**config.mk**
```make
export PLATFORM = sky130hd
export DESIGN_NAME = lcg_random_number_unit
export DESIGN_NICKNAME = d
export VERILOG_FILES = /design/src/hdl/lcg_pkg.sv /design/src/hdl/lcg_random_number_unit.sv /design/src/hdl/lcg_ctrl.sv /design/src/hdl/lcg_dpath.sv
export SDC_FILE = /design/constraint.sdc
export NUM_CORES = 2
export LEC_CHECK = 0
export ABC_AREA = 1
export BUFFER_PORTS_ARGS = -buffer_cell sky130_fd_sc_hd__buf_2
export CAP_MARGIN = 20
export CORE_ASPECT_RATIO = 0.7
export CORE_MARGIN = 10
export CORE_UTILIZATION = 43
export DETAILED_ROUTE_END_ITERATION = 10
export SYNTH_ARGS = -nofsm -noshare
export SYNTH_HDL_FRONTEND = slang
export SYNTH_SLANG_ARGS = --single-unit
```
**constraint.sdc**
```tcl
create_clock -name clk -period 11.3 [get_ports clk]
set_input_delay 1.695 -clock clk [delete_from_list [all_inputs] [get_ports clk]]
set_output_delay 1.695 -clock clk [all_outputs]
set_load 0.005 [all_outputs]
```
**src/hdl/lcg_pkg.sv**
```systemverilog
// Package for the LCG random number unit: widths, mode codes, command
// and status structs shared by controller and datapath. No dependencies.
`default_nettype none
package lcg_pkg;
    localparam int SEED_BITS_DEF = 48;
    localparam int CFG_BITS = 48;
    localparam int MAX_TRIES = 16;
    localparam int TRY_BITS = 5;
    localparam logic [CFG_BITS-1:0] MULT_RESET = 48'd25214903917;
    localparam logic [CFG_BITS-1:0] INCR_RESET = 48'd11;
    localparam logic [0:0] REG_MULT = 1'b0;
    localparam logic [0:0] REG_INCR = 1'b1;

    localparam logic [3:0] MODE_LOAD  = 4'd0;
    localparam logic [3:0] MODE_U32   = 4'd1;
    localparam logic [3:0] MODE_U64   = 4'd2;
    localparam logic [3:0] MODE_I31   = 4'd3;
    localparam logic [3:0] MODE_I63   = 4'd4;
    localparam logic [3:0] MODE_R32   = 4'd5;
    localparam logic [3:0] MODE_R64   = 4'd6;
    localparam logic [3:0] MODE_Q23   = 4'd7;
    localparam logic [3:0] MODE_Q52   = 4'd8;
    localparam logic [3:0] MODE_S32   = 4'd9;
    localparam logic [3:0] MODE_S64   = 4'd10;

    // Datapath commands from the controller.
    typedef struct packed {
        logic capture;    // latch request fields, set seed/temp source
        logic step;       // run one LCG step on the working seed
        logic take_hi;    // put drawn word into high half of draw
        logic take_lo;    // put drawn word into low half of draw
        logic div_start;  // start the modulo unit (limit and remainder)
        logic finish;     // form result into output register
        logic commit;     // write working seed back to generator seed
    } lcg_cmd_t;

    typedef struct packed {
        logic step_done;
        logic div_done;
        logic is_pow2;
        logic trivial;
        logic accept_draw;
    } lcg_stat_t;
endpackage
`default_nettype wire

```
**src/hdl/lcg_random_number_unit.sv**
```systemverilog
// Top level of the LCG random number unit: controller plus datapath.
// Depends on lcg_pkg, lcg_ctrl and lcg_dpath.
//
//  channel  | handshake            | payload
//  ---------+----------------------+-------------------------------------
//  request  | in_valid / in_stall  | mode, seed_or_min, upper_limit
//  result   | out_valid/ out_stall | value
//  config   | cfg_write            | cfg_index, cfg_data
//
// One LCG step runs in the shared 32x24 multiplier (four partial
// products, then write back). Load, unused modes and empty or unit
// ranges skip the LCG step.
// Range draws with a span that is not a power of two add two passes
// of the bit-serial modulo unit and one check per draw, up to 16 draws.
// Reset clears the seed to zero and loads the default multiplier and
// increment. A stalled result holds; the next request waits until it
// leaves the output register.
`default_nettype none
module lcg_random_number_unit
#(
    parameter int SEED_BITS = lcg_pkg::SEED_BITS_DEF
)
(
    input  wire logic        clk,
    input  wire logic        rst_n,
    input  wire logic        cfg_write,
    input  wire logic [0:0]  cfg_index,
    input  wire logic [lcg_pkg::CFG_BITS-1:0] cfg_data,
    input  wire logic        in_valid,
    output logic             in_stall,
    input  wire logic [3:0]  mode,
    input  wire logic [63:0] seed_or_min,
    input  wire logic [63:0] upper_limit,
    output logic             out_valid,
    input  wire logic        out_stall,
    output logic [63:0]      value
);
    import lcg_pkg::*;

    lcg_cmd_t  cmd;
    lcg_stat_t stat;

    // Sequence each transaction.
    lcg_ctrl u_ctrl
    (
        .clk       (clk),
        .rst_n     (rst_n),
        .in_valid  (in_valid),
        .in_stall  (in_stall),
        .mode      (mode),
        .out_valid (out_valid),
        .out_stall (out_stall),
        .stat      (stat),
        .cmd       (cmd)
    );

    // Hold seed, step, draws and the modulo unit.
    lcg_dpath #(.SEED_BITS(SEED_BITS)) u_dpath
    (
        .clk         (clk),
        .rst_n       (rst_n),
        .cfg_write   (cfg_write),
        .cfg_index   (cfg_index),
        .cfg_data    (cfg_data),
        .mode        (mode),
        .seed_or_min (seed_or_min),
        .upper_limit (upper_limit),
        .cmd         (cmd),
        .stat        (stat),
        .value       (value)
    );
endmodule
`default_nettype wire

```
**src/hdl/lcg_ctrl.sv**
```systemverilog
// Controller state machine for the LCG unit.
// Depends on lcg_pkg; drives lcg_cmd_t, reads lcg_stat_t.
`default_nettype none
module lcg_ctrl
(
    input  wire logic            clk,
    input  wire logic            rst_n,
    input  wire logic            in_valid,
    output logic                 in_stall,
    input  wire logic [3:0]      mode,
    output logic                 out_valid,
    input  wire logic            out_stall,
    input  lcg_pkg::lcg_stat_t   stat,
    output lcg_pkg::lcg_cmd_t    cmd
);
    import lcg_pkg::*;

    typedef enum logic [6:0] {
        ST_IDLE  = 7'b0000001,
        ST_PREP  = 7'b0000010,
        ST_LIM   = 7'b0000100,
        ST_STEP  = 7'b0001000,
        ST_CHECK = 7'b0010000,
        ST_MOD   = 7'b0100000,
        ST_DONE  = 7'b1000000
    } state_t;

    state_t state_reg, state_next;
    logic [3:0] mode_reg, mode_next;
    logic [TRY_BITS-1:0] tries_reg, tries_next;
    logic word_reg, word_next;   // 1: the low word is being drawn
    logic out_valid_reg, out_valid_next;
    logic is_range, two_words, uses_step, mode_ok;

    always_comb
    begin
        is_range  = (mode_reg == MODE_R32) || (mode_reg == MODE_R64);
        two_words = (mode_reg == MODE_U64) || (mode_reg == MODE_I63) ||
                    (mode_reg == MODE_R64) || (mode_reg == MODE_Q52) ||
                    (mode_reg == MODE_S64);
        mode_ok   = (mode_reg <= MODE_S64);
        uses_step = mode_ok && (mode_reg != MODE_LOAD);
    end

    assign in_stall  = (state_reg != ST_IDLE) || (out_valid_reg && out_stall);
    assign out_valid = out_valid_reg;

    always_comb
    begin
        state_next     = state_reg;
        mode_next      = mode_reg;
        tries_next     = tries_reg;
        word_next      = word_reg;
        out_valid_next = out_valid_reg;
        cmd            = '0;
        if (out_valid_reg && !out_stall)
        begin
            out_valid_next = 1'b0;
        end
        case (state_reg)
            ST_IDLE:
            begin
                if (in_valid && !in_stall)
                begin
                    cmd.capture = 1'b1;
                    mode_next   = mode;
                    state_next  = ST_PREP;
                end
            end
            ST_PREP:
            begin
                tries_next = '0;
                word_next  = 1'b0;
                if (!uses_step)
                begin
                    state_next = ST_DONE;
                end
                else if (is_range && stat.trivial)
                begin
                    state_next = ST_DONE;
                end
                else if (is_range && !stat.is_pow2)
                begin
                    cmd.div_start = 1'b1;
                    state_next    = ST_LIM;
                end
                else
                begin
                    cmd.step   = 1'b1;
                    state_next = ST_STEP;
                end
            end
            ST_LIM:
            begin
                if (stat.div_done)
                begin
                    cmd.step   = 1'b1;
                    state_next = ST_STEP;
                end
            end
            ST_STEP:
            begin
                if (stat.step_done)
                begin
                    if (two_words && !word_reg)
                    begin
                        cmd.take_hi = 1'b1;
                        cmd.step    = 1'b1;
                        word_next   = 1'b1;
                    end
                    else
                    begin
                        cmd.take_lo = 1'b1;
                        state_next  = (is_range && !stat.is_pow2) ? ST_CHECK : ST_DONE;
                    end
                end
            end
            ST_CHECK:
            begin
                tries_next = tries_reg + 1'b1;
                word_next  = 1'b0;
                if (stat.accept_draw || (tries_reg == TRY_BITS'(MAX_TRIES - 1)))
                begin
                    cmd.div_start = 1'b1;
                    state_next    = ST_MOD;
                end
                else
                begin
                    cmd.step   = 1'b1;
                    state_next = ST_STEP;
                end
            end
            ST_MOD:
            begin
                if (stat.div_done)
                begin
                    state_next = ST_DONE;
                end
            end
            ST_DONE:
            begin
                if (!out_valid_reg || !out_stall)
                begin
                    cmd.finish     = 1'b1;
                    cmd.commit     = (mode_reg != MODE_S32) && (mode_reg != MODE_S64);
                    out_valid_next = 1'b1;
                    state_next     = ST_IDLE;
                end
            end
            default:
            begin
                state_next = ST_IDLE;
            end
        endcase
    end

    always_ff @(posedge clk or negedge rst_n)
    begin
        if (!rst_n)
        begin
            state_reg     <= ST_IDLE;
            mode_reg      <= MODE_LOAD;
            tries_reg     <= '0;
            word_reg      <= 1'b0;
            out_valid_reg <= 1'b0;
        end
        else
        begin
            state_reg     <= state_next;
            mode_reg      <= mode_next;
            tries_reg     <= tries_next;
            word_reg      <= word_next;
            out_valid_reg <= out_valid_next;
        end
    end

    a_onehot: assert property (@(posedge clk) disable iff (!rst_n) $onehot(state_reg))
        else $error("controller state not one-hot");
    a_tries: assert property (@(posedge clk) disable iff (!rst_n)
        tries_reg <= TRY_BITS'(MAX_TRIES))
        else $error("retry count overran");
    a_hold_out: assert property (@(posedge clk) disable iff (!rst_n)
        (out_valid_reg && out_stall) |=> out_valid_reg)
        else $error("stalled result dropped");
endmodule
`default_nettype wire

```
**src/hdl/lcg_dpath.sv**
```systemverilog
// Datapath for the LCG unit: seed, split 48x64 multiplier, 64-bit modulo unit.
// Depends on lcg_pkg; driven by lcg_cmd_t from lcg_ctrl.
`default_nettype none
module lcg_dpath
#(
    parameter int SEED_BITS = lcg_pkg::SEED_BITS_DEF
)
(
    input  wire logic                    clk,
    input  wire logic                    rst_n,
    input  wire logic                    cfg_write,
    input  wire logic [0:0]              cfg_index,
    input  wire logic [lcg_pkg::CFG_BITS-1:0] cfg_data,
    input  wire logic [3:0]              mode,
    input  wire logic [63:0]             seed_or_min,
    input  wire logic [63:0]             upper_limit,
    input  lcg_pkg::lcg_cmd_t            cmd,
    output lcg_pkg::lcg_stat_t           stat,
    output logic [63:0]                  value
);
    import lcg_pkg::*;

    localparam int SB = SEED_BITS;

    logic [CFG_BITS-1:0] mult_reg, incr_reg;
    logic [SB-1:0] gen_seed_reg, work_reg;
    logic [3:0] mode_reg;
    logic [63:0] min_reg, span_reg, draw_reg, value_reg;
    logic [63:0] limit_reg;
    logic lim_done_reg;
    logic [63:0] value_calc, rng_v;

    // LCG step: four 32x24 style partial products over successive cycles.
    logic [2:0]  ph_reg;
    logic        busy_reg;
    logic [SB-1:0] acc_reg;
    logic [31:0] a_part;
    logic [23:0] m_part;
    logic [55:0] prod;
    logic [SB-1:0] prod_sh, step_seed;
    logic [63:0] a_ext;
    logic [CFG_BITS-1:0] m_ext;
    logic [31:0] top_w;

    assign a_ext  = 64'(work_reg);
    assign m_ext  = mult_reg;
    assign a_part = ph_reg[1] ? a_ext[63:32] : a_ext[31:0];
    assign m_part = ph_reg[0] ? m_ext[47:24] : m_ext[23:0];
    assign prod   = 56'(a_part) * 56'(m_part);
    always_comb
    begin
        case (ph_reg[1:0])
            2'd0: prod_sh = SB'(prod);
            2'd1: prod_sh = SB'({8'd0, prod} << 24);
            2'd2: prod_sh = SB'({8'd0, prod} << 32);
            default: prod_sh = SB'({8'd0, prod} << 56);
        endcase
    end
    assign step_seed = acc_reg;
    // The word is taken in the cycle the step completes, from the new seed.
    assign top_w     = 32'(step_seed >> (SB - 32));

    // Span and trivial checks; the span is latched with the request.
    logic [63:0] span_calc, lo_ext, lo_in, hi_in;
    logic r32, r32_in;
    assign r32     = (mode_reg == MODE_R32);
    assign lo_ext  = r32 ? {32'd0, min_reg[31:0]} : min_reg;
    assign r32_in  = (mode == MODE_R32);
    assign lo_in   = r32_in ? {32'd0, seed_or_min[31:0]} : seed_or_min;
    assign hi_in   = r32_in ? {32'd0, upper_limit[31:0]} : upper_limit;
    assign span_calc = (hi_in <= lo_in) ? 64'd0 : (hi_in - lo_in);

    // Restoring divider: dividend / span_reg, one bit per cycle.
    logic [6:0]  div_cnt_reg;
    logic        div_busy_reg, div_done_reg, div_limit_reg;
    logic [63:0] rem_reg, quo_src_reg;
    logic [64:0] rem_sh;
    assign rem_sh = {rem_reg, quo_src_reg[63]};

    logic [63:0] ones;
    assign ones = r32 ? 64'h0000_0000_FFFF_FFFF : 64'hFFFF_FFFF_FFFF_FFFF;

    always_comb
    begin
        stat.step_done   = busy_reg && (ph_reg == 3'd4);
        stat.div_done    = div_done_reg;
        stat.is_pow2     = ((span_reg & (span_reg - 64'd1)) == 64'd0);
        stat.trivial     = (span_reg == 64'd0) || (span_reg == 64'd1);
        stat.accept_draw = (draw_reg <= limit_reg);
    end

    always_ff @(posedge clk or negedge rst_n)
    begin
        if (!rst_n)
        begin
            mult_reg     <= MULT_RESET;
            incr_reg     <= INCR_RESET;
            gen_seed_reg <= '0;
            busy_reg     <= 1'b0;
            ph_reg       <= '0;
            div_busy_reg <= 1'b0;
            div_done_reg <= 1'b0;
        end
        else
        begin
            if (cfg_write)
            begin
                if (cfg_index == REG_MULT)
                    mult_reg <= cfg_data;
                else
                    incr_reg <= cfg_data;
            end
            if (cmd.step)
            begin
                busy_reg <= 1'b1;
                ph_reg   <= '0;
            end
            else if (busy_reg)
            begin
                if (ph_reg == 3'd4)
                    busy_reg <= 1'b0;
                else
                    ph_reg <= ph_reg + 3'd1;
            end
            div_done_reg <= !cmd.div_start && div_busy_reg && (div_cnt_reg == 7'd63);
            if (cmd.div_start)
            begin
                div_busy_reg <= 1'b1;
            end
            else if (div_busy_reg && (div_cnt_reg == 7'd63))
            begin
                div_busy_reg <= 1'b0;
            end
            if (cmd.commit)
                gen_seed_reg <= work_reg;
        end
    end

    always_ff @(posedge clk)
    begin
        if (cmd.capture)
        begin
            mode_reg <= mode;
            min_reg  <= seed_or_min;
            span_reg <= span_calc;
            if ((mode == MODE_S32) || (mode == MODE_S64) || (mode == MODE_LOAD))
                work_reg <= SB'(seed_or_min);
            else
                work_reg <= gen_seed_reg;
        end
        if (cmd.step)
            acc_reg <= SB'(incr_reg);
        else if (busy_reg && (ph_reg != 3'd4))
            acc_reg <= acc_reg + prod_sh;
        if (busy_reg && (ph_reg == 3'd4))
            work_reg <= step_seed;
        if (cmd.take_hi)
            draw_reg <= {top_w, 32'd0};
        if (cmd.take_lo)
        begin
            if (mode_reg == MODE_R32)
                draw_reg <= {32'd0, top_w};
            else if ((mode_reg == MODE_U64) || (mode_reg == MODE_I63) ||
                     (mode_reg == MODE_R64) || (mode_reg == MODE_Q52) ||
                     (mode_reg == MODE_S64))
                draw_reg <= {draw_reg[63:32], top_w};
            else
                draw_reg <= {32'd0, top_w};
        end
        // Modulo unit: first pass finds ones % span for the limit, the
        // second finds draw % span.
        if (cmd.div_start)
        begin
            div_cnt_reg   <= '0;
            rem_reg       <= '0;
            div_limit_reg <= !lim_done_reg;
            quo_src_reg   <= lim_done_reg ? draw_reg : ones;
        end
        else if (div_busy_reg)
        begin
            div_cnt_reg <= div_cnt_reg + 7'd1;
            quo_src_reg <= quo_src_reg << 1;
            if (rem_sh >= {1'b0, span_reg})
                rem_reg <= 64'(rem_sh - {1'b0, span_reg});
            else
                rem_reg <= rem_sh[63:0];
        end
        if (div_done_reg && div_limit_reg)
            limit_reg <= ones - rem_reg;
        if (cmd.finish)
            value_reg <= value_calc;
    end

    // The limit pass runs first; track which pass is next.
    always_ff @(posedge clk)
    begin
        if (cmd.capture)
            lim_done_reg <= 1'b0;
        else if (div_done_reg && div_limit_reg)
            lim_done_reg <= 1'b1;
    end

    always_comb
    begin
        if (stat.trivial)
            rng_v = lo_ext;
        else if (stat.is_pow2)
            rng_v = (draw_reg & (span_reg - 64'd1)) + lo_ext;
        else
            rng_v = rem_reg + lo_ext;
        case (mode_reg)
            MODE_U32, MODE_U64, MODE_S32, MODE_S64: value_calc = draw_reg;
            MODE_I31: value_calc = {33'd0, draw_reg[30:0]};
            MODE_I63: value_calc = {1'b0, draw_reg[62:0]};
            MODE_R32: value_calc = {32'd0, rng_v[31:0]};
            MODE_R64: value_calc = rng_v;
            MODE_Q23: value_calc = {41'd0, draw_reg[31:9]};
            MODE_Q52: value_calc = {12'd0, draw_reg[63:12]};
            default:  value_calc = 64'd0;
        endcase
    end
    assign value = value_reg;

    a_div: assert property (@(posedge clk) disable iff (!rst_n)
        cmd.div_start |=> div_busy_reg)
        else $error("modulo unit did not start");
    a_step_div: assert property (@(posedge clk) disable iff (!rst_n)
        !(busy_reg && div_busy_reg))
        else $error("multiplier and divider overlap");
    a_seed: assert property (@(posedge clk) disable iff (!rst_n)
        !$past(cmd.commit) && !$past(cfg_write) |-> $stable(gen_seed_reg) || $past(busy_reg))
        else $error("seed changed without commit");
endmodule
`default_nettype wire
```
Yosys cells after proc, flatten, opt, wreduce, memory -nomap -nowiden
Cells that the tools add are included.
{ "word_totals": {"reg_bits": 725, "latchBits": 0, "ramBits": 0, "romBits": 0, "inputBits": 186, "output_inout_bits": 66, "wordCells": 216, "memories": 0} }
{ "op_classes": {"add_sub_neg": 10, "mul": 1, "div": 0, "n_lt_le_gt_ge": 4, "n_eq_ne": 45, "shift": 0, "n_mux": 69, "n_bitwise": 3, "reduce_logical": 58} }
{ "ops": {"columns": ["op", "n"], "rows": [
  ["$mux 64", 14],
  ["$pmux 64 s7", 1],
  ["$mux 48", 5],
  ["$sub 64x64->64", 3],
  ["$pmux 48 s3", 1],
  ["$add 64x64->64", 2],
  ["$and 64x64->64", 2],
  ["$le 64x64->1", 2],
  ["$logic_not 64->1", 2],
  ["$ge 65x64->1", 1],
  ["$eq 64x1->1 const B", 1],
  ["$sub 64x1->64 const B", 1],
  ["$mux 7", 9],
  ["$pmux 7 s7", 1],
  ["$add 48x48->48", 1],
  ["$mul 32x24->48", 1],
  ["$eq 4x3->1 const B", 8],
  ["$mux 32", 1],
  ["$eq 4x4->1 const B", 7],
  ["$mux 24", 1],
  ["$mux 1", 22],
  ["$reduce_bool 2->1", 8],
  ["$logic_or 1x1->1", 15],
  ["$eq 7x6->1 const B", 2],
  ["other kinds (40)", 79]
]} }

Longest topological paths before layout
{ "depth": {"depth_word": 12, "ltp_mapped": 50, "ltp_nobuf": 47} }

Hierarchy
Synthesis repeated with hierarchy kept, for this count alone.
{ "unflattened": {"hier_cells": 10373, "area_unflattened_um2": 77724.5} }
{ "by_module_without_submodules": {"columns": ["module", "instances", "cells_per_inst", "area_per_inst_um2", "seq_area_each_um2"], "rows": [
  ["lcg_dpath", 1, 10214, 76578.4, 19791.5],
  ["lcg_ctrl", 1, 159, 1146.1, 451.7]
]} }

Worst setup path after synthesis
Ideal clock, no wire load.
{ "synth_path": {"kind": "flip-flop to flip-flop", "start": "register u_dpath.ph_reg[0]", "end": "register u_dpath.acc_reg[46] (data pin)", "setup_ps": 252, "t_arrival_ps": 8589, "t_required_ps": 11048, "slack_ps": 2459, "path_stages_with_launch": 45, "path_buffers": 4, "period_less_slack_ps": 8841, "path_cell_list": "dfrtp_1 inv_1 clkbuf_1 clkbuf_1 or2_2 o21ai_0 clkbuf_1 clkbuf_1 nor2_1 fa_1 fa_1 inv_1 fa_1 fa_1 inv_1 fa_1 fa_1 inv_1 [... 9 more ...] nand2_1 o211ai_1 a21oi_1 inv_1 a21oi_1 o21ai_0 nand2_1 ha_1 nand2_1 nor2_1 inv_1 nor4_1 nand2_1 o211ai_1 a31oi_1 xor2_1 nand2_1 nand2_1"} }
{ "synth_via": {"elab_chain_len": 6, "word_cells_on_any_way": 13, "classes_between": "add/sub (1); mul (1); eq/ne (3); mux (6); reduce/logical (2)"} }
{ "synth_lines": {"columns": ["item", "line_no", "source"], "rows": [
  ["from (decl)", "lcg_dpath.sv:34", "logic [2:0] ph_reg;"],
  ["from (signal assigned)", "lcg_dpath.sv:123", "ph_reg <= ph_reg + 3'd1;"],
  ["$mux 24", "lcg_dpath.sv:48", "assign m_part = ph_reg[0] ? m_ext[47:24] : m_ext[23:0];"],
  ["$mul 32x24->48", "lcg_dpath.sv:49", "assign prod = 56'(a_part) * 56'(m_part);"],
  ["$pmux 48 s3", "lcg_dpath.sv:52", "case (ph_reg[1:0])"],
  ["$add 48x48->48", "lcg_dpath.sv:154", "acc_reg <= acc_reg + prod_sh;"],
  ["$mux 48", "lcg_dpath.sv:153", "else if (busy_reg && (ph_reg != 3'd4))"],
  ["$mux 48 *", "lcg_dpath.sv:151", "if (cmd.step)"],
  ["to (signal assigned)", "lcg_dpath.sv:152", "acc_reg <= SB'(incr_reg);"],
  ["to (signal assigned)", "lcg_dpath.sv:154", null],
  ["to (decl)", "lcg_dpath.sv:36", "logic [SB-1:0] acc_reg;"]
]} }
Mark *: on every way between the ends. The rest lies on a longest branch, timed or not. The select of a mux whose other input is x is not followed.
A chain may end at the register's enable or synchronous reset.

Final worst setup path
{ "layout_path": {"start": "register u_dpath.ph_reg[0]", "end": "register u_dpath.acc_reg[43] (data pin)"} }
Same word-level chain as after synthesis.

==> results.toml <==
[status]
status = "finished, final reports clean"

[drt]
vias = 72797
drtIter0Drc = 10465
drc = 0
wl_per_cell_um = 29.91
routed_wl_mm = 374.9
via_per_inst = 5.808
first_pass_iters = 6
ant_nets = 0

[global_route]
antenna_found_initial = 47
grt.total_usage_pct = 37.62
grt_first_pass_wirelength_mm = 516.6
grt_pass1_vias = 67029
grt-ovfl-total = 0
grt_max_degree = 97

[worst_setup_path]
ff2ff_setup_slack_ns = 0.28
setup.worst_path.end_class = "flop"
cp-start-kind = "flop"
cp_slowest_stage_delay_ns = 0.62
worstPathMaxFanout = 30
rr_endpoint = "u_dpath.acc_reg[43]$_DFFE_PP_"
cp_data_arrival_time_ns = 11.49
path_common_cell = "inv_1"
worst-r2r-cell-count = 40
crit_type = "flop to flop"
slowest_stage = "inv_1"
worst-path-buf-inv = 11
reg2reg_from = "u_dpath.ph_reg[0]$_DFFE_PN0P_"
cp.required_ns = 11.77
cp_top_family = "adder cells"

[placement]
numPortBuffers = 251
dp.final_hpwl_mm = 317.0
post_dp_cell_area_um2 = 80060
gp_congestion = 1.100

[yosys]
async_flop_share_pct = 23.17
synth_area_leader_cell = "edfxtp_1"
syn-cell-area_um2 = 75370
yosys_warnings = 0
seq_area_frac_synth_pct = 26.86
syn_avg_cell_area_um2 = 7.644
ys_top_cells_by_area = "edfxtp_1 19%, fa_1 17%, nand2_1 10%"
synthDistinctLibCells = 67
ys_ff_latch = 725
synth_edf_count = 485
synth-main-ff-cell = "edfxtp_1"
synth_cells = 9860
yosysTopAreaCellShare_pct = 19.32
syn_nets = 11227

[hold_path]
worstHoldPathType = "flop to flop"
min_path_cells = 2
hold_start = "u_dpath.div_cnt_reg[6]$_SDFFE_PP0P_"
min_to = "u_dpath.div_cnt_reg[6]$_SDFFE_PP0P_"

[floorplanning]
fp.dieW_um = 520.4
io_pins = 252
initial_utilization_pct = 43.30
dieHeight_um = 370.3
rows = 128
coreArea_um2 = 174100
dieArea_um2 = 192700

[sta]
skew_ns = 0.07490
slew_headroom_pct = 7.207
finalMaxSlewViolations = 0
fin_crit_sh_pct = 97.54
rsz0062_at_grt = "no"
fmax_ghz = 0.09073
fin_crit_ns = 11.02
hold_violations = 0
tightest_slew_ns = 1.392
finalSetupViolCount = 0

[layout]
fin_util_pct = 47.73
area_growth_pct = 10.25
drive_gt1_share_pct = 7.569
most-common-layout-cells = "2,071 x nand2_1, 1,849 x inv_1, 1,107 x nor2_1, 694 x a21oi_1, 637 x fa_1"
final_nets = 11471
final_common_cell = "nand2_1"
nFillCells = 17811
stdcell_area_um2 = 83100

[clock_tree]
worstSkewPairLatency_ns = 0.76
clkTransAtPathRegs_ns = 0.06
clockBufferDepth = 3
cts_hold_repair.buffers = 0
cts_htree_levels = 3
clkSinkCount = 725
cts_tree = "yes"
numCtsBuffers = 83
clockRootBuffer = "clkbuf_16"

[run]
cap_violations = 0
## repair_timing
item,in CTS,in global routing
endpoints found under the setup margin,0,11
resized for setup,0,18
setup buffers,0,6
## per-stage QoR
stage,setup TNS (ns),setup slack (ns),std cells,hold WS [ns]
after global routing,0,0.01043,12520,0.4904
final,0,0.2780,12533,0.4736
after global placement,-3.332,-0.6984,12344,0.4591
after CTS,0,0.1784,12501,0.4725
after detailed placement,0,0.2428,12347,0.4655
after floorplan,0,2.459,9860,0.4457
## Yosys cell counts (10+ instances only)
master,n
inv_1,1856
dfxtp_1,72
o21ai_1,29
buf_1,18
nand4_1,62
edfxtp_1,485
nor3_1,61
a31oi_1,69
nand2_1,2080
o22ai_1,39
a21boi_0,14
o21a_1,28
clkbuf_1,244
nor4_1,39
xnor2_1,94
mux2_2,16
a22oi_1,33
o211ai_1,72
o21ai_0,621
inv_2,14
nor2_2,14
a21o_1,46
dfstp_2,27
clkinv_1,17
a21oi_1,695
fa_1,637
o21bai_1,45
a211oi_1,11
o31ai_1,42
a221oi_1,13
o221ai_1,19
and3_1,10
nor2_1,1110
ha_1,544
buf_2,33
nand3b_1,26
dfrtp_1,141
nand3_1,256
xor2_1,133
or2_2,34
## worst reg2reg max path, delay by kind of cell (launching register included)
family          cells  cell delay (ns)
xor+xnor            1             0.30
buf+inv            11             1.62
fa+ha+maj           9             3.98
flops               1             0.34
simple gates        6             0.94
compound gates     13             3.58
## routing by layer
layer	vias to the layer above	global-route usage (%)	share of wire (%)
met1	35604	58.77	46
met5	-	0	0.018
met4	10	8.401	2.6
met3	481	19.31	17
li1	32007	-	-
met2	4695	43.84	34
## worst max-delay path by stage
stage / slack [ns] / startpoint / depth (start not counted) / end
finish: 0.28 / u_dpath.ph_reg[0]$_DFFE_PN0P_ / 40 / u_dpath.acc_reg[43]$_DFFE_PP_
global route: 0.01 / u_dpath.ph_reg[0]$_DFFE_PN0P_ / 41 / u_dpath.acc_reg[43]$_DFFE_PP_
CTS: 0.18 / u_dpath.ph_reg[0]$_DFFE_PN0P_ / 39 / u_dpath.acc_reg[43]$_DFFE_PP_
detailed placement: 0.24 / u_dpath.ph_reg[0]$_DFFE_PN0P_ / 38 / u_dpath.acc_reg[43]$_DFFE_PP_
global placement: -0.70 / u_dpath.ph_reg[0]$_DFFE_PN0P_ / 41 / u_dpath.acc_reg[43]$_DFFE_PP_
floorplan: 2.46 / u_dpath.ph_reg[0]$_DFFE_PN0P_ / 44 / u_dpath.acc_reg[46]$_DFFE_PP_
## final cells by class
type | instances | area, um2 | area share (%)
Inverter | 1887 | 7103 | 8.548
Timing Repair Buffer | 460 | 2882 | 3.468
Sequential cell | 725 | 20240 | 24.36
Antenna cell | 20 | 50.05 | 0.06023
Multi-Input combinational cell | 6946 | 47070 | 56.65
Timing Repair inverter | 1 | 7.507 | 0.009034
Clock buffer | 100 | 2192 | 2.638
Tap cell | 2340 | 2928 | 3.523
Clock inverter | 54 | 619.3 | 0.7453
## logic make-up (layout without fill, tap and decap cells)
group / Yosys count / in the layout / share of synthesized area, %
multiplexers: 17 / 17 / 0.2523
buffers and inverters: 2189 / 2502 / 10.99
other: 0 / 20 / 0
AND/OR/NAND/NOR: 3722 / 3722 / 19.94
AO/OA/AOI/OAI: 1799 / 1799 / 13.37
XOR/XNOR: 227 / 227 / 2.638
flip-flops: 725 / 725 / 26.86
adder cells (fa/ha/maj): 1181 / 1181 / 25.95
Power is left out: the tool's default activity adds up to more than one toggle a clock period on the data nets, which glitch-free logic cannot reach.
